==> config.mk <==
export PLATFORM = sky130hd
export DESIGN_NAME = lprt_cordic_cell
export DESIGN_NICKNAME = d
export VERILOG_FILES = /design/src/rtl/core/lprt_pkg.sv /design/src/rtl/core/lprt_cordic_cell.sv
export SDC_FILE = /design/constraint.sdc
export NUM_CORES = 1
export LEC_CHECK = 0
export ABC_CLOCK_PERIOD_IN_PS = 20000
export BUFFER_PORTS_ARGS = -buffer_cell sky130_fd_sc_hd__buf_4
export CORE_MARGIN = 10
export CORE_UTILIZATION = 25
export DETAILED_ROUTE_END_ITERATION = 12
export GPL_TIMING_DRIVEN = 0
export PLACE_DENSITY = 0.42
export SYNTH_ARGS = -nofsm -noshare
export SYNTH_HDL_FRONTEND = slang
export SYNTH_SLANG_ARGS = --single-unit
==> constraint.sdc <==
create_clock -name i_clk -period 20 [get_ports i_clk]
set_input_delay 4 -clock i_clk [delete_from_list [all_inputs] [get_ports i_clk]]
set_output_delay 4 -clock i_clk [all_outputs]
set_load 0.02 [all_outputs]
==> src/rtl/core/lprt_pkg.sv <==
// ----------------------------------------------------------------------------
// lprt_pkg
// Shared types, constants and the arctangent table of the lidar point
// ring and time tagger.
// ----------------------------------------------------------------------------
package lprt_pkg;

    // limits
    localparam int MAX_RINGS      = 1024;
    localparam int MAX_POINTS     = 1048576;
    localparam int RING_RST       = 128;

    // field of view half width, Q16 radians; the full span 2*FOV_HALF is
    // 16 * 3217, divided by a shift and a multiply by ceil(2^36 / 3217)
    localparam int FOV_HALF       = 25736;
    localparam int RING_PRESH     = 4;
    localparam int RING_RECIP     = 21361355;
    localparam int RING_RSH       = 36;

    // pipeline geometry
    localparam int SQRT_STEPS     = 32;
    localparam int CORDIC_STEPS   = 16;
    localparam int TF_BITS        = 16;
    localparam int ST_TF0         = 1;
    localparam int ST_TFLD        = ST_TF0 + TF_BITS;
    localparam int ST_SQRT0       = 2;
    localparam int ST_CORD0       = ST_SQRT0 + SQRT_STEPS;
    localparam int ST_MUL         = ST_CORD0 + CORDIC_STEPS;
    localparam int ST_RQ          = ST_MUL + 1;
    localparam int ST_OUT         = ST_RQ + 1;
    localparam int NSTG           = ST_OUT + 1;

    // integer square root lane
    typedef struct packed {
        logic [63:0] v;
        logic [63:0] res;
    } t_sqr;

    // CORDIC vectoring lane
    typedef struct packed {
        logic signed [51:0] x;
        logic signed [51:0] y;
        logic signed [17:0] a;
        logic               org;
    } t_cord;

    // restoring divider lane
    typedef struct packed {
        logic [36:0] rem;
        logic [20:0] dvs;
        logic [15:0] q;
    } t_div;

    // fields that travel alongside the lanes
    typedef struct packed {
        logic [31:0] x;
        logic [31:0] y;
        logic [31:0] z;
        logic [15:0] inten;
        logic [10:0] n;
        logic        sat;
        logic [15:0] tf;
        logic        neg;
    } t_pass;

    // round(atan(2^-i) * 65536)
    function automatic logic signed [17:0] atan_q16(input logic [3:0] i);
        logic signed [17:0] t;
        unique case (i)
            4'd0:    t = 18'sd51472;
            4'd1:    t = 18'sd30386;
            4'd2:    t = 18'sd16055;
            4'd3:    t = 18'sd8150;
            4'd4:    t = 18'sd4091;
            4'd5:    t = 18'sd2047;
            4'd6:    t = 18'sd1024;
            4'd7:    t = 18'sd512;
            4'd8:    t = 18'sd256;
            4'd9:    t = 18'sd128;
            4'd10:   t = 18'sd64;
            4'd11:   t = 18'sd32;
            4'd12:   t = 18'sd16;
            4'd13:   t = 18'sd8;
            4'd14:   t = 18'sd4;
            default: t = 18'sd2;
        endcase
        return t;
    endfunction

endpackage

==> src/rtl/core/lprt_cordic_cell.sv <==
// ----------------------------------------------------------------------------
// lprt_cordic_cell
// One CORDIC vectoring rotation, registered.
// ----------------------------------------------------------------------------
module lprt_cordic_cell (
    input  logic                 i_clk,
    input  logic                 i_en,
    input  logic [3:0]           i_step,
    input  lprt_pkg::t_cord      i_d,
    output lprt_pkg::t_cord      o_d
);
    logic signed [51:0] w_dx;
    logic signed [51:0] w_dy;
    logic signed [17:0] w_t;
    lprt_pkg::t_cord    n_d;
    lprt_pkg::t_cord    r_d;

    assign w_dx = i_d.y >>> i_step;
    assign w_dy = i_d.x >>> i_step;
    assign w_t  = lprt_pkg::atan_q16(i_step);

    // rotate toward y = 0, both updates from the old x and y
    always_comb begin
        n_d.org = i_d.org;
        if (!i_d.y[51]) begin
            n_d.x = i_d.x + w_dx;
            n_d.y = i_d.y - w_dy;
            n_d.a = i_d.a + w_t;
        end else begin
            n_d.x = i_d.x - w_dx;
            n_d.y = i_d.y + w_dy;
            n_d.a = i_d.a - w_t;
        end
    end

    always_ff @(posedge i_clk) begin
        if (i_en) begin
            r_d <= n_d;
        end
    end

    assign o_d = r_d;
endmodule

; ---- Yosys cells after proc, flatten, opt, wreduce, memory -nomap -nowiden
; Memories as Yosys holds them, arrays and structs flattened.
; Cells that the tools add are included.
[classes]
add_sub_neg = 6
shift = 2
muxes = 1
[ops]
columns = cell, n
row1 = $mux W122, 1
row2 = $add A52 B52 Y52, 2
row3 = $sshr A52 B4 Y52, 2
row4 = $sub A52 B52 Y52, 2
row5 = $add A18 B18 Y18, 1
row6 = $sub A18 B18 Y18, 1
[word_totals]
ff_bits = 123
romBits = 256
inputBits = 129
output_inout_bits = 123
word_cells = 14
mem_count = 1
[mem_list]
columns = memory, depth, word_bits, rd, rd_ports_with_merged_regs, write_ports, line_no
row1 = (no name shown), 16, 16, 1, 0, 0, lprt_pkg.sv:69  ; unique case (i)

; ---- Logic depth before layout (Yosys ltp)
; Gate-level depths: netlist (run 1).
[logic_depth]
depth_word = 3
mapped_depth = 29
ltp_nobuf = 22

; ---- Least setup slack after synthesis (run 1)
; No wires, ideal clock.
[synth_path]
kind = input port to flip-flop
from = input port i_step[2]
to = register r_d, in the netlist o_d[112], data pin
setup_time_ns = 0.260
arrival_ns = 10.045
required_ns = 19.740
setup_slack_ns = 9.696
path_stages = 28
path_buffers = 9
cell_sequence = buf_2 -> buf_2 -> buf_1 -> buf_2 -> buf_1 -> buf_1 -> clkbuf_1 -> clkbuf_1 -> nand2_1 -> o21ai_0 -> ha_1 -> o2111ai_2 -> nor4_2 -> and3_1 -> a31oi_1 -> xor2_1 -> ha_1 -> clkbuf_1 -> a21oi_1 -> o21ai_0 -> a221oi_1 -> o22ai_1 -> a211oi_1 -> o21ai_0 -> a21o_1 -> a311o_1 -> a21oi_1 -> xnor2_1
[synth_rtl]
columns = item, line_no
row1 = from (decl), lprt_cordic_cell.sv:8  ; input logic [3:0] i_step,
row2 = to (signal assigned), lprt_cordic_cell.sv:38  ; r_d <= n_d;
row3 = to (decl), lprt_cordic_cell.sv:16  ; lprt_pkg::t_cord r_d;

==> results of run 1 <==
## critical path, delay by kind of cell
family | cells | cell delay [ns]
buf+inv | 9 | 4.60
xor+xnor | 2 | 0.32
compound gates | 12 | 3.14
simple gates | 3 | 1.12
fa+ha+maj | 2 | 0.68
## layout make-up
class / count / area, sq um
Fill cell: 8017 / 53000
Multi-Input combinational cell: 1815 / 14680
Sequential cell: 123 / 3694
Timing Repair Buffer: 251 / 1908
Tap cell: 1030 / 1289
Buffer: 107 / 548.0
Clock buffer: 17 / 425.4
Inverter: 57 / 214.0
Clock inverter: 15 / 173.9
Antenna cell: 4 / 10.01
## routing by layer
| layer | vias up | share of wire (%) | global-route usage [%] |
|---|---|---|---|
| met1 | 9559 | 46 | 30.06 |
| met4 | 8 | 2.6 | 6.936 |
| met3 | 138 | 7.2 | 4.469 |
| met2 | 829 | 44 | 33.46 |
| met5 | - | 0.042 | 0 |
| li1 | 8576 | - | - |
## kinds of logic after synthesis
| logic type | synth area share, % |
|---|---|
| DFF | 19.30 |
| muxes | 23.50 |
| and+or+nand+nor | 15.91 |
| buffers and inverters | 3.981 |
| adders and majority gates | 8.944 |
| xor gates and xnor gates | 9.473 |
| AOI/OAI and AO/OA | 18.90 |
## path summary, 6_finish.rpt
path                      start  slack [ns]       end  depth (start not counted)
worst max-delay path  i_step[2]        6.35  o_d[112]                         28
worst min-delay path     i_d[0]        3.67    o_d[0]                          1
## stage by stage
| stage | worst slack [ns] | cell area (sq um) | instances |
|---|---|---|---|
| 6_report | 6.348 | 22940 | 3419 |
| 5_1_grt | 5.978 | 22940 | 3416 |
| 4_1_cts | 6.402 | 22930 | 3415 |
| 3_5_place_dp | 5.879 | 22340 | 3383 |
| 3_3_place_gp | 5.730 | 22300 | 3382 |
| 2_1_floorplan | 9.696 | 19140 | 2102 |
## Yosys cell counts (34+ instances only)
master and count:
sky130_fd_sc_hd__nor3_1 36, sky130_fd_sc_hd__o21ai_0 107, sky130_fd_sc_hd__nor2_1 153, sky130_fd_sc_hd__xnor2_1 108, sky130_fd_sc_hd__inv_1 54, sky130_fd_sc_hd__nand3_1 43
sky130_fd_sc_hd__xor2_1 99, sky130_fd_sc_hd__a31oi_1 42, sky130_fd_sc_hd__mux4_2 126, sky130_fd_sc_hd__buf_2 34, sky130_fd_sc_hd__a21oi_1 173, sky130_fd_sc_hd__edfxtp_1 123
sky130_fd_sc_hd__nand2_1 210, sky130_fd_sc_hd__mux2i_1 98, sky130_fd_sc_hd__a21o_1 61, sky130_fd_sc_hd__clkbuf_1 45, sky130_fd_sc_hd__ha_1 132, sky130_fd_sc_hd__mux2_2 55
## power breakdown
group          total (mW)  switching, mW  internal, mW  leakage, nW
clock               0.341          0.146         0.195        0.285
sequential          0.417         0.0231         0.394         1.20
combinational        1.07          0.651         0.422         7.77
## cell usage in the layout, fill, tap and decap left out, types with 7 or more instances in the layout
cell type                   Yosys  final
sky130_fd_sc_hd__a211oi_1      15     15
sky130_fd_sc_hd__a21o_1        61     61
sky130_fd_sc_hd__a21oi_1      173    173
sky130_fd_sc_hd__a221oi_1       7      7
sky130_fd_sc_hd__a31oi_1       42     42
sky130_fd_sc_hd__a41oi_1        9      9
sky130_fd_sc_hd__and2_1        29     29
sky130_fd_sc_hd__and3_1        24     24
sky130_fd_sc_hd__and4_1         7      7
sky130_fd_sc_hd__buf_1         15     15
sky130_fd_sc_hd__buf_2         34     34
sky130_fd_sc_hd__buf_4          3    252
sky130_fd_sc_hd__buf_6          8      9
sky130_fd_sc_hd__clkbuf_1      45     45
sky130_fd_sc_hd__clkbuf_16      0     17
sky130_fd_sc_hd__edfxtp_1     123    123
sky130_fd_sc_hd__ha_1         132    132
sky130_fd_sc_hd__inv_1         54     54
sky130_fd_sc_hd__mux2_2        55     55
sky130_fd_sc_hd__mux2i_1       98     98
sky130_fd_sc_hd__mux4_2       126    126
sky130_fd_sc_hd__nand2_1      210    210
sky130_fd_sc_hd__nand2b_1      21     21
sky130_fd_sc_hd__nand3_1       43     43
sky130_fd_sc_hd__nand4_1       18     18
sky130_fd_sc_hd__nor2_1       153    153
sky130_fd_sc_hd__nor2b_1       27     27
sky130_fd_sc_hd__nor3_1        36     36
sky130_fd_sc_hd__o211ai_1      18     18
sky130_fd_sc_hd__o21a_1        18     18
sky130_fd_sc_hd__o21ai_0      107    107
sky130_fd_sc_hd__o21bai_1      11     11
sky130_fd_sc_hd__o22ai_1        8      8
sky130_fd_sc_hd__o31ai_1        8      8
sky130_fd_sc_hd__or2_2         11     11
sky130_fd_sc_hd__or3_1         13     13
sky130_fd_sc_hd__xnor2_1      108    108
sky130_fd_sc_hd__xor2_1        99     99
==> results by group, run 1 <==
Run status
  • Status: complete, but fails checks
  • Violations in the final reports: max-capacitance violations, max-slew violations

Logic synthesis
  • Synth Area per Inst: 9.105 sq um
  • Synthesized Nets: between 2000 and 2500
  • Area of the mapped netlist: about 19000 sq um
  • Top post-synthesis cells by area: sky130_fd_sc_hd__edfxtp_1, sky130_fd_sc_hd__mux4_2, sky130_fd_sc_hd__ha_1
  • Ys flop type: sky130_fd_sc_hd__edfxtp_1
  • Count of flip-flops with a built-in enable after synthesis: between 100 and 150
  • Share of Yosys cell area claimed by the top area cell type: around a fifth
  • Synthesized instance count: between 2000 and 2500
  • Post-synthesis sequential element count: 123
  • Number of library cell types mapped by synthesis: just under 100
  • Warning count from the yosys run: 0
  • Leading area contributor after synthesis: sky130_fd_sc_hd__edfxtp_1
  • Async set-reset flop share out of synthesis: 0%
  • Fraction of the yosys area taken by sequential cells: 19.30%

Clock network
  • Number of hold buffers added after cts: 0
  • Number of buffers inserted during clock tree synthesis: 17
  • Clock input transition at the sequential cells of the worst setup and hold paths: about 0.07 ns
  • TritonCTS clock tree: built
  • Post CTS Setup Buffer Count: 0
  • Number of gates resized after CTS: 0
  • H-Tree Level Count: 4
  • Number of clock sinks: 123
  • Max Root-Sink Buffers: 2
  • Clk Tree Root Cell: sky130_fd_sc_hd__clkbuf_16

Worst setup path
  • Element type at the critical path end: register
  • Longest individual stage delay on the worst path: 0.73 ns
  • Slowest cell on the critical path: sky130_fd_sc_hd__buf_1
  • Critical path class: in2reg
  • Worst path required time: between 20 and 25 ns
  • Category of the worst setup path launch point: input port
  • Maximum fanout encountered on the critical timing path: 10
  • CP arrival: 13.89 ns

Timing
  • Time the worst path needs with I/O delays and setup: 13.65 ns
  • Headroom to the max-slew limit: -0.6657%
  • Tightest Pin Transition: between 1.5 and 2 ns
  • Aggregate negative setup slack: 0 ns
  • Number of hold violations in the final report: 0
  • Slew Limit Fails: 11
  • Maximum clock frequency: between 70 and 80 MHz
  • Setup-failing EPs final: 0
  • Portion of the clock cycle consumed by the worst path in the final layout: between 60% and 70%
  • Setup repair after global routing missed its margin: false
  • Hold WS: approximately 3.7 ns

Die
  • Placeable core region: between 70000 and 80000 sq um
  • Overall die area: a little under 90000 sq um
  • Boundary pin count: ~250
  • Die Span X: a little under 300 um
  • Vertical die dimension: 296.7 um
  • Initial Util: about a quarter
  • Row count: around 100

GRT
  • Global routing usage summed across all routing layers: a little over a fifth
  • Largest net degree at the start of global routing: between 60 and 70
  • First-pass GRT wire length: 138000 um
  • Number of antenna violations at the first check in global routing: 8
  • Total global routing overflow: 0
  • Vias in the first global route: approximately 19000

Final layout
  • Number of flip-flops under the largest register name: ~120
  • Layout cells sized above 1: 23.02%
  • Core utilization of the finished layout: a little under a third
  • Syn-to-layout area delta: 19.89%
  • Final net count: 2636

Flow run
  • Count of maximum capacitance violations: 1

Placed design
  • Input/output buffers: 250
  • Global placement routability congestion: 0.9866
  • Dpl hpwl: between 70000 and 80000 um

Min path
  • Worst hold-check path type: in2reg

Power and ir drop
  • Ratio of total power to cell area: approximately 80 nW/um^2
  • Total leakage power: 9.259 nW
  • Maximum ir drop on the vdd rail: between 0.04 and 0.05 mV
  • Final Power: 1.830 mW

Drt
  • Average wire length per cell after detail routing: 28.66 um
  • Via Count: 19110
  • Number of DRC violations after detailed-routing iteration 0: 2082
  • Post-DR vias/cell: approximately 5.6
  • Routed wire length: approximately 98000 um
  • Post-DRT Antenna Nets: 0
  • Total DRC errors in the routed layout: 0
  • DR pass1 iterations: 8
Note: power is estimated with default switching activity, not from simulation.
==> inputs of run 2 (changes only) <==
Settings changed: ABC_CLOCK_PERIOD_IN_PS 20000 to 11200, PLACE_DENSITY 0.42 to 0.43.
Clock period 20 ns to 11.2 ns, I/O delays scaled along.
==> results by group, run 2 (synthesis gave the netlist of run 1 again) <==
Run status
  • Status: completed (was complete, but fails checks)

Drt
  • DR pass1 iterations: 5 (was 8)
  • Post-DR vias/cell: 5.586 (was 5.589)
  • Post-DRT Antenna Nets: 0 (unchanged)
  • Via Count: 19050 (was 19110)
  • Total DRC errors in the routed layout: 0 (unchanged)
  • Number of DRC violations after detailed-routing iteration 0: 1859 (was 2082)
  • Average wire length per cell after detail routing: 28.51 um (was 28.66 um)
  • Routed wire length: 97250 um (was 97980 um)

GRT
  • Largest net degree at the start of global routing: 63 (was 67)
  • GR Layer Usage met3: 4.715% (was 4.469%)
  • Busiest metal layer after global routing: met2 (unchanged)
  • Total global routing overflow: 0 (unchanged)
  • First-pass GRT wire length: 137400 um (was 138000 um)
  • Met2 demand-to-capacity share in global routing: 33.16% (was 33.46%)
  • Vias in the first global route: 19000 (was 19080)
  • Global routing usage summed across all routing layers: 21.63% (was 21.76%)
  • Fraction of met1 tracks used by global routing: 29.88% (was 30.06%)
  • Number of antenna violations at the first check in global routing: 5 (was 8)

Timing
  • Maximum clock frequency: between 90 and 100 MHz
  • Tightest Pin Transition: 1.383 ns (was 1.510 ns)
  • Setup repair after global routing missed its margin: false (unchanged)
  • Headroom to the max-slew limit: 7.804% (was -0.6657%)
  • Time the worst path needs with I/O delays and setup: 10.88 ns
  • Aggregate negative setup slack: 0 ns (unchanged)
  • Setup-failing EPs final: 0 (unchanged)
  • Portion of the clock cycle consumed by the worst path in the final layout: a little over nine tenths
  • Number of hold violations in the final report: 0 (unchanged)
  • Slew Limit Fails: 0 (was 11)

Die
  • Row count: 101 (unchanged)
  • Vertical die dimension: 296.7 um (unchanged)
  • Die Span X: 296.7 um (unchanged)
  • Boundary pin count: 252 (unchanged)
  • Placeable core region: 75950 sq um (unchanged)
  • Overall die area: 88020 sq um (unchanged)
  • Initial Util: 25.20% (unchanged)

Worst setup path
  • Critical path class: in2reg (unchanged)
  • CP arrival: 11.23 ns (was 13.89 ns)
  • Element type at the critical path end: register (unchanged)
  • Category of the worst setup path launch point: input port (unchanged)
  • Maximum fanout encountered on the critical timing path: 10 (unchanged)
  • Worst path required time: 11.55 ns (was 20.24 ns)

Clock network
  • Clock input transition at the sequential cells of the worst setup and hold paths: 0.06 ns (was 0.07 ns)
  • TritonCTS clock tree: built (unchanged)
  • Number of buffers inserted during clock tree synthesis: 17 (unchanged)
  • Number of clock sinks: 123 (unchanged)
  • Number of hold buffers added after cts: 0 (unchanged)
  • Clk Tree Root Cell: sky130_fd_sc_hd__clkbuf_16 (unchanged)
  • Max Root-Sink Buffers: 2 (unchanged)
  • H-Tree Level Count: 4 (unchanged)

Placed design
  • Standard cell area after detailed placement: 22340 sq um (unchanged)
  • Global placement routability congestion: 0.9724 (was 0.9866)
  • Dpl hpwl: 78030 um (was 78500 um)
  • Input/output buffers: 250 (unchanged)

Final layout
  • Footprint of the multi-input gates: 14680 sq um (unchanged)
  • Syn-to-layout area delta: 19.29% (was 19.89%)
  • Layout cells sized above 1: 23.08% (was 23.02%)
  • Most common cell after layout, fill and taps aside: sky130_fd_sc_hd__buf_4 (unchanged)
  • Leading cell types in the layout, fill and taps excluded: sky130_fd_sc_hd__buf_4, sky130_fd_sc_hd__nand2_1, sky130_fd_sc_hd__a21oi_1, sky130_fd_sc_hd__nor2_1, sky130_fd_sc_hd__ha_1 (unchanged)
  • Number of flip-flops under the largest register name: 123 (unchanged)
  • Sequential Area: 3694 sq um (unchanged)
  • Post-Layout Inst Area: 22830 sq um (was 22940 sq um)
  • Final net count: 2632 (was 2636)
  • Fillcell total: 8112 (was 8017)
  • Core utilization of the finished layout: 30.06% (was 30.21%)

Power and ir drop
  • Total leakage power: 9.221 nW (was 9.259 nW)
  • Maximum ir drop on the vdd rail: 0.09954 mV (was 0.04923 mV)
  • Ratio of total power to cell area: 138.9 nW/um^2 (was 79.76 nW/um^2)
  • Final Power: 3.171 mW (was 1.830 mW)

Flow run
  • Count of maximum capacitance violations: 0 (was 1)

Min path
  • Worst hold-check path type: in2reg (unchanged)
[run 2: layer usage]
layer / vias to the layer above / part of all wire [%]
li1: 8566 / -
met1: 9523 / 46
met2: 833 / 44
met3: 123 / 7.5
met4: 8 / 2.6
met5: - / 0.048
[run 2: stage by stage]
stage / worst slack, ns / hold slack [ns] / cells
after CTS: 0.09507 / 1.890 / 3410
after detailed placement: -1.740 / 2.425 / 3383
after global routing: 0.01115 / 1.901 / 3409
after global placement: -1.950 / 2.421 / 3382
final: 0.3169 / 1.927 / 3411
after floorplan: 2.656 / 2.339 / 2102
[run 2: path summary, 6_finish.rpt]
kind                  slack (ns)  depth (start not counted)       from       to
worst max-delay path        0.32                         28  i_step[2]  o_d[69]
worst min-delay path        1.93                          1     i_d[0]   o_d[0]
[run 2: layout make-up]
type	instances	area share (%)
multi-input combinational	1815	64.32
sequential	123	16.18
timing repair buffer	251	8.358
tap	1030	5.645
buffer	103	2.390
clock buffer	20	1.913
inverter	57	0.9372
clock inverter	10	0.2411
antenna	2	0.02192
[run 2: worst max-delay path: stages]
cell and delay (ns):
sky130_fd_sc_hd__buf_4 0.14, sky130_fd_sc_hd__buf_2 0.25, sky130_fd_sc_hd__inv_2 0.32, sky130_fd_sc_hd__buf_2 0.38
sky130_fd_sc_hd__buf_2 0.42, sky130_fd_sc_hd__buf_1 0.75, sky130_fd_sc_hd__clkbuf_1 0.70, sky130_fd_sc_hd__clkbuf_1 0.70
sky130_fd_sc_hd__nand2_1 0.09, sky130_fd_sc_hd__o21ai_0 0.26, sky130_fd_sc_hd__ha_1 0.28, sky130_fd_sc_hd__nor2b_1 0.39
sky130_fd_sc_hd__and3_1 0.34, sky130_fd_sc_hd__and4b_1 0.31, sky130_fd_sc_hd__and2_1 0.28, sky130_fd_sc_hd__a31oi_1 0.22
sky130_fd_sc_hd__xnor2_1 0.20, sky130_fd_sc_hd__ha_1 0.39, sky130_fd_sc_hd__nand4_1 0.20, sky130_fd_sc_hd__nor2_1 0.09
sky130_fd_sc_hd__nand2_1 0.11, sky130_fd_sc_hd__nor2_1 0.06, sky130_fd_sc_hd__a2111oi_0 0.55, sky130_fd_sc_hd__a21oi_1 0.20
sky130_fd_sc_hd__o2111ai_1 0.49, sky130_fd_sc_hd__a211oi_1 0.19, sky130_fd_sc_hd__or4_1 0.55, sky130_fd_sc_hd__nand3_1 0.09
[run 2: repair_timing]
item,CTS,global route
buffers inserted,0,0
setup endpoints to repair,38,9
gates resized for setup,5,2
[run 2: power by group]
part	total [mW]	leakage [nW]	internal (mW)	switching, mW
clock	0.518	0.236	0.275	0.244
sequential	0.746	1.20	0.703	0.0428
combinational	1.91	7.78	0.753	1.15
total	3.17	9.22	1.73	1.44
