===== src/rtl/core/lprt_pkg.sv =====
// ----------------------------------------------------------------------------
// lprt_pkg
// Shared types, constants and the arctangent table of the lidar point
// ring and time tagger.
// ----------------------------------------------------------------------------
package lprt_pkg;

    // limits
    localparam int MAX_RINGS      = 1024;
    localparam int MAX_POINTS     = 1048576;
    localparam int RING_RST       = 128;

    // field of view half width, Q16 radians; the full span 2*FOV_HALF is
    // 16 * 3217, divided by a shift and a multiply by ceil(2^36 / 3217)
    localparam int FOV_HALF       = 25736;
    localparam int RING_PRESH     = 4;
    localparam int RING_RECIP     = 21361355;
    localparam int RING_RSH       = 36;

    // pipeline geometry
    localparam int SQRT_STEPS     = 32;
    localparam int CORDIC_STEPS   = 16;
    localparam int TF_BITS        = 16;
    localparam int ST_TF0         = 1;
    localparam int ST_TFLD        = ST_TF0 + TF_BITS;
    localparam int ST_SQRT0       = 2;
    localparam int ST_CORD0       = ST_SQRT0 + SQRT_STEPS;
    localparam int ST_MUL         = ST_CORD0 + CORDIC_STEPS;
    localparam int ST_RQ          = ST_MUL + 1;
    localparam int ST_OUT         = ST_RQ + 1;
    localparam int NSTG           = ST_OUT + 1;

    // integer square root lane
    typedef struct packed {
        logic [63:0] v;
        logic [63:0] res;
    } t_sqr;

    // CORDIC vectoring lane
    typedef struct packed {
        logic signed [51:0] x;
        logic signed [51:0] y;
        logic signed [17:0] a;
        logic               org;
    } t_cord;

    // restoring divider lane
    typedef struct packed {
        logic [36:0] rem;
        logic [20:0] dvs;
        logic [15:0] q;
    } t_div;

    // fields that travel alongside the lanes
    typedef struct packed {
        logic [31:0] x;
        logic [31:0] y;
        logic [31:0] z;
        logic [15:0] inten;
        logic [10:0] n;
        logic        sat;
        logic [15:0] tf;
        logic        neg;
    } t_pass;

    // round(atan(2^-i) * 65536)
    function automatic logic signed [17:0] atan_q16(input logic [3:0] i);
        logic signed [17:0] t;
        unique case (i)
            4'd0:    t = 18'sd51472;
            4'd1:    t = 18'sd30386;
            4'd2:    t = 18'sd16055;
            4'd3:    t = 18'sd8150;
            4'd4:    t = 18'sd4091;
            4'd5:    t = 18'sd2047;
            4'd6:    t = 18'sd1024;
            4'd7:    t = 18'sd512;
            4'd8:    t = 18'sd256;
            4'd9:    t = 18'sd128;
            4'd10:   t = 18'sd64;
            4'd11:   t = 18'sd32;
            4'd12:   t = 18'sd16;
            4'd13:   t = 18'sd8;
            4'd14:   t = 18'sd4;
            default: t = 18'sd2;
        endcase
        return t;
    endfunction

endpackage


===== src/rtl/core/lprt_div_cell.sv =====
// ----------------------------------------------------------------------------
// lprt_div_cell
// One quotient bit of a restoring division, registered.
// ----------------------------------------------------------------------------
module lprt_div_cell (
    input  logic                 i_clk,
    input  logic                 i_en,
    input  logic [3:0]           i_sh,
    input  lprt_pkg::t_div       i_d,
    output lprt_pkg::t_div       o_d
);
    logic [36:0]    w_dvs;
    lprt_pkg::t_div n_d;
    lprt_pkg::t_div r_d;

    assign w_dvs = 37'(i_d.dvs) << i_sh;

    always_comb begin
        n_d.dvs = i_d.dvs;
        if (i_d.rem >= w_dvs) begin
            n_d.rem = i_d.rem - w_dvs;
            n_d.q   = {i_d.q[14:0], 1'b1};
        end else begin
            n_d.rem = i_d.rem;
            n_d.q   = {i_d.q[14:0], 1'b0};
        end
    end

    always_ff @(posedge i_clk) begin
        if (i_en) begin
            r_d <= n_d;
        end
    end

    assign o_d = r_d;
endmodule


===== config.mk =====
export PLATFORM = sky130hd
export DESIGN_NAME = lprt_div_cell
export DESIGN_NICKNAME = d
export VERILOG_FILES = /design/src/rtl/core/lprt_pkg.sv /design/src/rtl/core/lprt_div_cell.sv
export SDC_FILE = /design/constraint.sdc
export NUM_CORES = 1
export LEC_CHECK = 0
export BUFFER_PORTS_ARGS = -buffer_cell sky130_fd_sc_hd__buf_4
export CAP_MARGIN = 10
export CELL_PAD_IN_SITES_DETAIL_PLACEMENT = 1
export CELL_PAD_IN_SITES_GLOBAL_PLACEMENT = 1
export CORE_MARGIN = 2
export CORE_UTILIZATION = 41
export CTS_CLUSTER_SIZE = 12
export DETAILED_ROUTE_END_ITERATION = 10
export HOLD_SLACK_MARGIN = 0.08
export PLACE_DENSITY_LB_ADDON = 0.1
export SYNTH_ARGS = -nofsm -noshare
export SYNTH_HDL_FRONTEND = slang
export SYNTH_SLANG_ARGS = --single-unit

===== constraint.sdc =====
create_clock -name i_clk -period 5.75 [get_ports i_clk]
set_input_delay 0.575 -clock i_clk [delete_from_list [all_inputs] [get_ports i_clk]]
set_output_delay 0.575 -clock i_clk [all_outputs]
set_load 0.05 [all_outputs]

# Yosys cells after proc, flatten, opt, wreduce, memory -nomap -nowiden
# Index checks and enable logic that the tools add are counted.
dict set report totals {
  reg_bits 74
  latch_bits 0
  ram_bits 0
  romBits 0
  inputBits 80
  word_cells 8
  memories 0
}
dict set report classes {
  n_addsub 1
  n_mul 0
  n_div 0
  n_lt_le_gt_ge 1
  n_eq_ne 0
  n_shift 1
  mux 2
  bitwise 0
  n_reduce_logical 0
}
# cell count
set op_table {}
lappend op_table {{greater-or-equal comparator 37 bit} 1}
lappend op_table {{2-to-1 mux 37 bit} 1}
lappend op_table {{left shift 21 x 4 -> 37 bit} 1}
lappend op_table {{subtractor 37 bit} 1}
lappend op_table {{2-to-1 mux 1 bit} 1}

# Depth between registers and ports, before layout
# Gate-level depths: netlist of the first run.
dict set report logic_depth {
  word_depth 3
  mapped_depth 20
  depth_no_buf 15
}

# Least setup slack after synthesis of the first run
# Ideal clock, no wire load.
dict set report synth_timing {
  path_kind {input-to-reg}
  from {input port i_sh[0]}
  to {register r_d (netlist bit o_d[47]) (data pin)}
  setup_ns 0.260
  arrival_time_ns 4.460
  path_slack_ns 1.030
  cell_stages 18
  path_buffers 5
  cell_sequence {clkbuf_1 -> clkbuf_1 -> mux4_2 -> nand2_1 -> nand2_1 -> o21ai_0 -> ha_1 -> nand3_2 -> o22ai_1 -> or4_1 -> a22oi_2 -> and2_4 -> buf_6 -> o211a_4 -> o21a_1 -> buf_6 -> buf_12 -> mux2_4}
}
# item line_no
set synth_lines {}
lappend synth_lines {{start, declared} lprt_div_cell.sv:8} ;# input logic [3:0] i_sh,
lappend synth_lines {{end signal, assigned} lprt_div_cell.sv:31} ;# r_d <= n_d;
lappend synth_lines {{end, declared} lprt_div_cell.sv:14} ;# lprt_pkg::t_div r_d;

==> flow_metrics.py, run 1 <==
metrics = {
    "status": {
        "outcome": "completed",
    },
    "die": {
        "start_util": 0.417,
        "io_pins": 154,
        "row_count": 44,
        "coreArea_um2": 14500,
        "die_area_um2": 15700,
        "die_y_um": 125,
        "die_w_um": 125,
    },
    "power": {
        "p_leak_nw": 3.21,
        "total_power_mw": 2.29,
        "powerDensity_nw_per_um2": 303,
        "ir_drop_v": 0.000157,
    },
    "global_route": {
        "grt_pass1_wl_um": 29500,
        "grt-ovfl-total": 0,
        "grt_pass1_vias": 5472,
        "grt_max_degree": 75,
        "antenna_found_initial": 0,
        "grt_use_total": 0.237,
    },
    "timing": {
        "setup_viol": 0,
        "tightest_slew_ns": 1.00,
        "tns_ns": 0,
        "fin_crit_sh": 0.805,
        "max_slew_margin": 0.332,
        "finalCriticalPeriod_ns": 4.63,
        "maxSlewViolCount": 0,
        "finalHoldViolations": 0,
        "fmax_ghz": 0.216,
        "rsz0062_at_grt": "no",
    },
    "yosys": {
        "syn_inst": 614,
        "synth_area_um2": 6030,
        "synth_area_leaders": "edfxtp_1, ha_1, mux2i_1, mux2_4, nand2_1",
        "synth_edf_count": 74,
        "synth.distinct_cells": 61,
        "ys.flop_type": "edfxtp_1",
        "synth_top_area_frac": 0.368,
        "synth_seq_cells": 74,
        "syn_area_per_cell_um2": 9.82,
        "seq_area_frac_synth": 0.368,
        "synth_nets": 732,
        "async_reset_ff_frac": 0,
        "synth_top_cell_by_area": "edfxtp_1",
        "yosys_warnings": 0,
    },
    "detailed_routing": {
        "postRouteAntennaNets": 0,
        "drc": 0,
        "avgViaCountPerCell": 5.67,
        "wire_per_inst_um": 19.9,
        "dr.first_iter.drc_count": 294,
        "num_vias": 5323,
        "routed_wl_um": 18600,
        "dr.pass1.iters": 5,
    },
    "worst_setup_path": {
        "crit_top_cell": "mux2i_1",
        "critPathBufInv": 2,
        "cpLargestDelayFamily": "compound AO/OA/AOI/OAI gates",
        "crit_type": "input port to flip-flop",
        "crit_path_start": "i_sh[0]",
        "critPathMaxFanout": 26,
        "end_kind": "flip-flop",
        "path_cells": "buf_4, mux2i_1, mux2i_1, mux2i_1, nor2_1, a21oi_1, ha_1, a21oi_1, nor3_1, or4_1, a22oi_2, and2_4, o211a_4, o21a_2, buf_12, mux2_4",
        "worstPathRequired_ns": 5.85,
        "slowest_stage": "or4_1",
        "critPathArrivalTime_ns": 4.73,
        "worstSetupStartpointType": "input port",
        "max_stage_delay_ns": 0.49,
    },
    "finish": {
        "layout-area-overhead-vs-synth_pct": 25.2,
        "antenna_cells": 0,
        "final_cell_area_um2": 7550,
        "drive_above_1_share": 0.298,
        "nNetsFinal": 868,
        "largest_register_ffs": 74,
    },
    "worst_hold_path": {
        "hold_path.class": "input port to flip-flop",
        "hp-start": "i_d[13]",
    },
    "cts": {
        "cts-root-buf": "clkbuf_16",
        "clkTransAtPathRegs_ns": 0.07,
        "cts-resized-gates": 0,
        "cts_tree": "yes",
        "cts_htree_levels": 3,
        "cts_sinks": 74,
        "clockBufferDepth": 2,
        "cts_made_buffers": 9,
        "hold_buffers": 0,
        "postCtsSetupBuffers": 0,
    },
    "placement": {
        "dpl.hpwl_um": 14800,
        "place_area_um2": 7270,
        "portBuffers": 152,
        "place_congestion": 0.866,
    },
    "flow_run": {
        "maxCapViolations": 0,
    },
}
power breakdown:
part / switching [mW] / internal [mW]
combinational: 0.636 / 0.385
clock: 0.256 / 0.300
sequential: 0.0229 / 0.690
total: 0.915 / 1.38
cells in the final DEF, fill, tap and decap left out, types with 13 or more instances in the layout:
cell type / synthesis / final
a21o_1: 16 / 16
mux2_4: 18 / 18
a21oi_1: 42 / 42
nand2_1: 71 / 71
nor2_1: 46 / 46
inv_1: 20 / 20
nand3_1: 13 / 13
o21ai_0: 36 / 36
buf_4: 2 / 155
mux2_2: 13 / 13
edfxtp_1: 74 / 74
nor3_1: 14 / 14
ha_1: 37 / 37
mux2i_1: 38 / 38
per-stage QoR:
step / util / instances / hold slack, ns / setup WS (ns)
final: 0.522 / 939 / 0.401 / 1.12
after global routing: 0.522 / 939 / 0.386 / 0.778
after CTS: 0.522 / 939 / 0.389 / 1.12
after detailed placement: 0.502 / 923 / 0.755 / 0.798
after global placement: 0.502 / 923 / 0.753 / 0.868
after floorplan: - / 614 / 0.674 / 1.03
cells in the mapped netlist, types with 5 or more instances:
cell type	number
mux2_2	13
o211ai_1	9
clkbuf_1	23
and2_1	5
nand4_1	9
xnor2_1	12
a21o_1	16
and3_1	6
nand3_1	13
a21boi_0	6
nor2b_1	6
nand2_1	71
edfxtp_1	74
o21ai_0	36
o21a_1	10
o31ai_2	5
a21oi_1	42
ha_1	37
mux2i_1	38
nor2_1	46
inv_1	20
nor3_1	14
mux2_4	18
xor2_1	7
o2111ai_1	6
or2_2	6
logic make-up (layout without fill, tap and decap cells):
logic type | after synthesis | after routing | synth area share
and+or+nand+nor | 198 | 198 | 0.156
AOI/OAI and AO/OA | 161 | 161 | 0.179
DFF | 74 | 74 | 0.368
muxes | 73 | 73 | 0.147
buffers and inverters | 51 | 192 | 0.0423
adders and majority gates | 38 | 38 | 0.0801
xor gates and xnor gates | 19 | 19 | 0.0276
routing by layer:
metal  part of all wire  wire length [um]  track usage  vias up
met3              0.049               920       0.0449       22
met5                  0                 0            0        -
met2               0.48              8970        0.395      144
li1                   -                 -            -     2585
met4              0.018               329       0.0673        0
met1               0.45              8430        0.316     2572
final cells by class:
class / count / area (um^2)
Inverter: 20 / 75.1
Timing Repair Buffer: 156 / 1180
Tap cell: 184 / 230
Multi-Input combinational cell: 489 / 3560
Clock inverter: 7 / 61.3
Sequential cell: 74 / 2220
Clock buffer: 9 / 225
Fill cell: 1697 / 6930
final timing paths:
check | end | cells after the start | slack, ns
max | o_d[57] | 16 | 1.12
min | o_d[14] | 1 | 0.40
Power figures use the tool's default switching activity.
==> inputs of run 2 (changes only) <==
Clock period 5.75 ns to 4.4 ns, I/O delays scaled along.
==> flow_metrics.py, run 2 (same netlist as run 1, synthesis figures left out) <==
metrics = {
    "die": {
        "coreArea_um2": 14500,
        "start_util": 0.417,
        "die_y_um": 125,
        "io_pins": 154,
        "row_count": 44,
        "die_area_um2": 15700,
        "die_w_um": 125,
    },
    "detailed_routing": {
        "drc": 0,
        "dr.pass1.iters": 4,
        "routed_wl_um": 18900,
        "dr.first_iter.drc_count": 250,
        "postRouteAntennaNets": 0,
        "wire_per_inst_um": 19.4,
        "avgViaCountPerCell": 5.66,
        "num_vias": 5513,
    },
    "cts": {
        "cts_sinks": 74,
        "clkTransAtPathRegs_ns": 0.06,
        "cts_tree": "yes",
        "cts-resized-gates": 0,
        "cts_made_buffers": 9,
        "clockBufferDepth": 2,
        "postCtsSetupBuffers": 0,
        "cts_htree_levels": 3,
        "hold_buffers": 0,
        "cts-root-buf": "clkbuf_16",
    },
    "power": {
        "p_leak_nw": 3.40,
        "ir_drop_v": 0.000182,
        "powerDensity_nw_per_um2": 392,
    },
    "worst_hold_path": {
        "hp-start": "i_d[4]",
        "hold_path.class": "input port to flip-flop",
        "hold_depth": 1,
        "min_to": "o_d[5]",
    },
    "timing": {
        "setup_viol": 0,
        "fin_crit_sh": 0.945,
        "rsz0062_at_grt": "no",
        "tightest_slew_ns": 1.02,
        "max_slew_margin": 0.321,
        "fmax_ghz": 0.240,
        "maxSlewViolCount": 0,
        "finalHoldViolations": 0,
        "finalCriticalPeriod_ns": 4.16,
    },
    "placement": {
        "portBuffers": 152,
        "place_congestion": 0.951,
        "place_area_um2": 7560,
        "dpl.hpwl_um": 15000,
        "place_inst": 957,
    },
    "finish": {
        "layout_commonest_cell": "buf_4",
        "drive_above_1_share": 0.328,
        "layout_common_cells": "buf_4, edfxtp_1, nand2_1",
        "fill_cells": 1690,
        "final_core_utilization": 0.543,
        "largest_register_ffs": 74,
        "finalNonFillerCells": 974,
        "final_cell_area_um2": 7870,
        "layout-area-overhead-vs-synth_pct": 30.4,
        "nNetsFinal": 902,
    },
    "flow_run": {
        "maxCapViolations": 0,
    },
    "worst_setup_path": {
        "max_stage_delay_ns": 0.41,
        "critPathArrivalTime_ns": 4.33,
        "worstSetupStartpointType": "input port",
        "slowest_stage": "o21ai_0",
        "worstPathRequired_ns": 4.58,
        "crit_top_cell": "o21ai_0",
        "critPathMaxFanout": 20,
        "path_cells": "buf_4, buf_4, mux2_2, mux2i_1, o21ai_0, o21ai_0, ha_1, nand2_1, or3_1, a311oi_1, nor2_1, o21ai_0, o21ai_0, and3_1, o31ai_2",
        "end_kind": "flip-flop",
        "crit_type": "input port to flip-flop",
    },
    "global_route": {
        "grt_pass1_wl_um": 30200,
        "grt_use_total": 0.242,
        "grt_pass1_vias": 5650,
        "grt_max_degree": 75,
        "grt-ovfl-total": 0,
        "antenna_found_initial": 0,
    },
    "status": {
        "outcome": "completed",
    },
}
## run 2: cell types whose count changed in the layout (fill, tap and decap cells not counted), sizes merged
| cell | previous run | this run |
|---|---|---|
| clkinv | 2 | 5 |
| clkinvlp | 2 | 0 |
| diode | 0 | 1 |
| buf | 156 | 190 |
| inv | 23 | 21 |
| bufinv | 0 | 1 |
## run 2: power by group
part           total [mW]  switching, mW  leakage [nW]  internal [mW]
logic                1.39          0.845          2.52          0.546
registers           0.932         0.0295         0.724          0.902
clock network       0.761          0.317         0.150          0.444
total                3.08           1.19          3.40           1.89
## run 2: how the worst max path moves through the flow
stage,startpoint,slack [ns],cells past startpoint,endpoint
detailed placement,i_sh[0],-0.01,15,o_d[71]
CTS,i_sh[0],0.32,15,o_d[71]
global placement,i_sh[0],0.15,15,o_d[43]
finish,i_sh[0],0.24,15,o_d[71]
floorplan,i_sh[0],0.004,18,o_d[47]
global route,i_sh[0],0.01,15,o_d[71]
## run 2: critical path, delay by kind of cell
kind	cells	cell delay [ns]
buffers and inverters	2	0.50
and+or+nand+nor	4	0.86
AOI/OAI and AO/OA	6	1.69
muxes	2	0.53
adders and majority gates	1	0.30
## run 2: per-layer routing
metal  vias to the layer above  wire length [um]  GRT usage
li1                       2648                 -          -
met1                      2692              8510      0.321
met2                       147              9100      0.404
met3                        26               927     0.0488
met4                         0               351     0.0660
met5                         -                 0          0
## run 2: layout make-up
type / count / area, um^2 / share of cell area
timing repair buffer: 190 / 1480 / 0.188
tap: 184 / 230 / 0.0293
sequential: 74 / 2220 / 0.282
inverter: 20 / 75.1 / 0.00954
multi-input combinational: 489 / 3560 / 0.452
clock buffer: 9 / 225 / 0.0286
antenna: 1 / 2.50 / 0.000318
clock inverter: 7 / 78.8 / 0.0100
## run 2: through the flow
| step | hold slack [ns] | setup WS, ns | setup TNS (ns) | power (mW) |
|---|---|---|---|---|
| after global routing | 0.252 | 0.0111 | 0 | 3.23 |
| final | 0.264 | 0.241 | 0 | 3.08 |
| after detailed placement | 0.619 | -0.0115 | -0.0115 | 2.33 |
| after floorplan | 0.539 | 0.00380 | 0 | 1.89 |
| after global placement | 0.618 | 0.147 | 0 | 2.30 |
| after CTS | 0.256 | 0.322 | 0 | 3.10 |
==> inputs of run 3 (changes only) <==
Settings changed: RECOVER_POWER set to 100.
==> flow_metrics.py, run 3 (same netlist as run 1, synthesis figures left out) <==
metrics = {
    "detailed_routing": {
        "dr.pass1.iters": 4,
        "avgViaCountPerCell": 5.65,
        "num_vias": 5503,
        "routed_wl_um": 19000,
        "drc": 0,
        "postRouteAntennaNets": 0,
        "wire_per_inst_um": 19.5,
        "dr.first_iter.drc_count": 234,
    },
    "worst_hold_path": {
        "hold_depth": 1,
        "min_to": "o_d[5]",
        "hold_path.class": "input port to flip-flop",
        "hp-start": "i_d[4]",
    },
    "placement": {
        "portBuffers": 152,
        "place_area_um2": 7560,
        "dpl.hpwl_um": 15000,
        "place_congestion": 0.951,
    },
    "die": {
        "io_pins": 154,
        "row_count": 44,
        "start_util": 0.417,
        "die_area_um2": 15700,
        "coreArea_um2": 14500,
        "die_y_um": 125,
        "die_w_um": 125,
    },
    "worst_setup_path": {
        "crit_type": "input port to flip-flop",
        "end_kind": "flip-flop",
        "slowest_stage": "ha_1",
        "worstSetupStartpointType": "input port",
        "max_stage_delay_ns": 0.37,
        "cpLargestDelayFamily": "compound AO/OA/AOI/OAI gates",
        "worstPathRequired_ns": 4.49,
        "critPathBufInv": 3,
        "crit_top_cell": "o21ai_0",
        "critPathMaxFanout": 20,
        "critPathArrivalTime_ns": 4.27,
        "path_cells": "buf_4, buf_4, mux2_2, mux2i_1, o21ai_0, o21ai_0, ha_1, a21oi_1, o21ai_0, a22oi_2, and2_4, o211a_2, o21a_1, clkbuf_4, mux2_4",
    },
    "global_route": {
        "grt-ovfl-total": 0,
        "grt_pass1_vias": 5650,
        "grt_max_degree": 75,
        "antenna_found_initial": 0,
        "grt_pass1_wl_um": 30200,
        "grt_use_total": 0.242,
    },
    "finish": {
        "drive_above_1_share": 0.190,
        "final_cell_area_um2": 7430,
        "layout-area-overhead-vs-synth_pct": 23.2,
        "layout_commonest_cell": "clkbuf_1",
        "layout_common_cells": "clkbuf_1, edfxtp_1, buf_4",
        "nNetsFinal": 902,
        "final_core_utilization": 0.513,
        "largest_register_ffs": 74,
    },
    "timing": {
        "fin_crit_sh": 0.950,
        "max_slew_margin": -0.311,
        "setup_viol": 0,
        "rsz0062_at_grt": "no",
        "finalCriticalPeriod_ns": 4.18,
        "fin_hold_ws_ns": 0.287,
        "tightest_slew_ns": 1.97,
        "finalHoldViolations": 0,
        "maxSlewViolCount": 75,
        "fmax_ghz": 0.239,
    },
    "cts": {
        "clockBufferDepth": 2,
        "postCtsSetupBuffers": 0,
        "cts_made_buffers": 9,
        "cts-root-buf": "clkbuf_16",
        "cts_htree_levels": 3,
        "cts-resized-gates": 0,
        "cts_tree": "yes",
        "clkTransAtPathRegs_ns": 0.06,
        "hold_buffers": 0,
        "cts_sinks": 74,
    },
    "power": {
        "ir_drop_v": 0.000181,
        "p_leak_nw": 3.00,
        "total_power_mw": 2.97,
        "powerDensity_nw_per_um2": 400,
    },
    "status": {
        "violations": "max-capacitance violations, max-slew violations",
        "outcome": "complete, but fails checks",
    },
    "flow_run": {
        "maxCapViolations": 1,
    },
}
==> run 3: changes by cell type in the layout (fill, tap and decap cells not counted), moves of 3 or more <==
cell,change
mux2_4,-8
o31ai_2,-3
buf_4,-113
clkbuf_4,+16
o31ai_1,+3
mux2_1,+8
clkbuf_1,+97
==> run 3: worst max-delay path by stage <==
stage / cells after the start / to / startpoint
2_1_floorplan: 18 / o_d[47] / i_sh[0]
3_3_place_gp: 15 / o_d[43] / i_sh[0]
3_5_place_dp: 15 / o_d[71] / i_sh[0]
4_1_cts: 15 / o_d[71] / i_sh[0]
5_1_grt: 15 / o_d[71] / i_sh[0]
6_report: 15 / o_d[58] / i_sh[0]
==> run 3: metal layers <==
metal  part of all wire  track usage  vias up
met1               0.45        0.321     2682
met3              0.046       0.0488       24
li1                   -            -     2649
met2               0.48        0.404      148
met4              0.018       0.0660        0
met5                  0            0        -
==> run 3: where the power goes <==
| part | switching (mW) | total, mW | leakage (nW) | internal [mW] |
|---|---|---|---|---|
| logic | 0.843 | 1.28 | 2.13 | 0.433 |
| registers | 0.0273 | 0.930 | 0.724 | 0.903 |
| clock network | 0.322 | 0.766 | 0.150 | 0.444 |
| total | 1.19 | 2.97 | 3.00 | 1.78 |
==> run 3: layout make-up <==
type	instances	area [um^2]
antenna	1	2.50
clock buffer	9	225
clock inverter	7	78.8
fill	1742	7050
inverter	20	75.1
multi-input combinational	489	3500
sequential	74	2220
tap	184	230
timing repair buffer	190	1100
==> run 3: through the flow <==
step / setup TNS (ns) / worst slack, ns / cells
global placement: 0 / 0.147 / 957
CTS: 0 / 0.322 / 973
finish: 0 / 0.220 / 974
floorplan: 0 / 0.00380 / 614
detailed placement: -0.0115 / -0.0115 / 957
global route: 0 / 0.0111 / 973
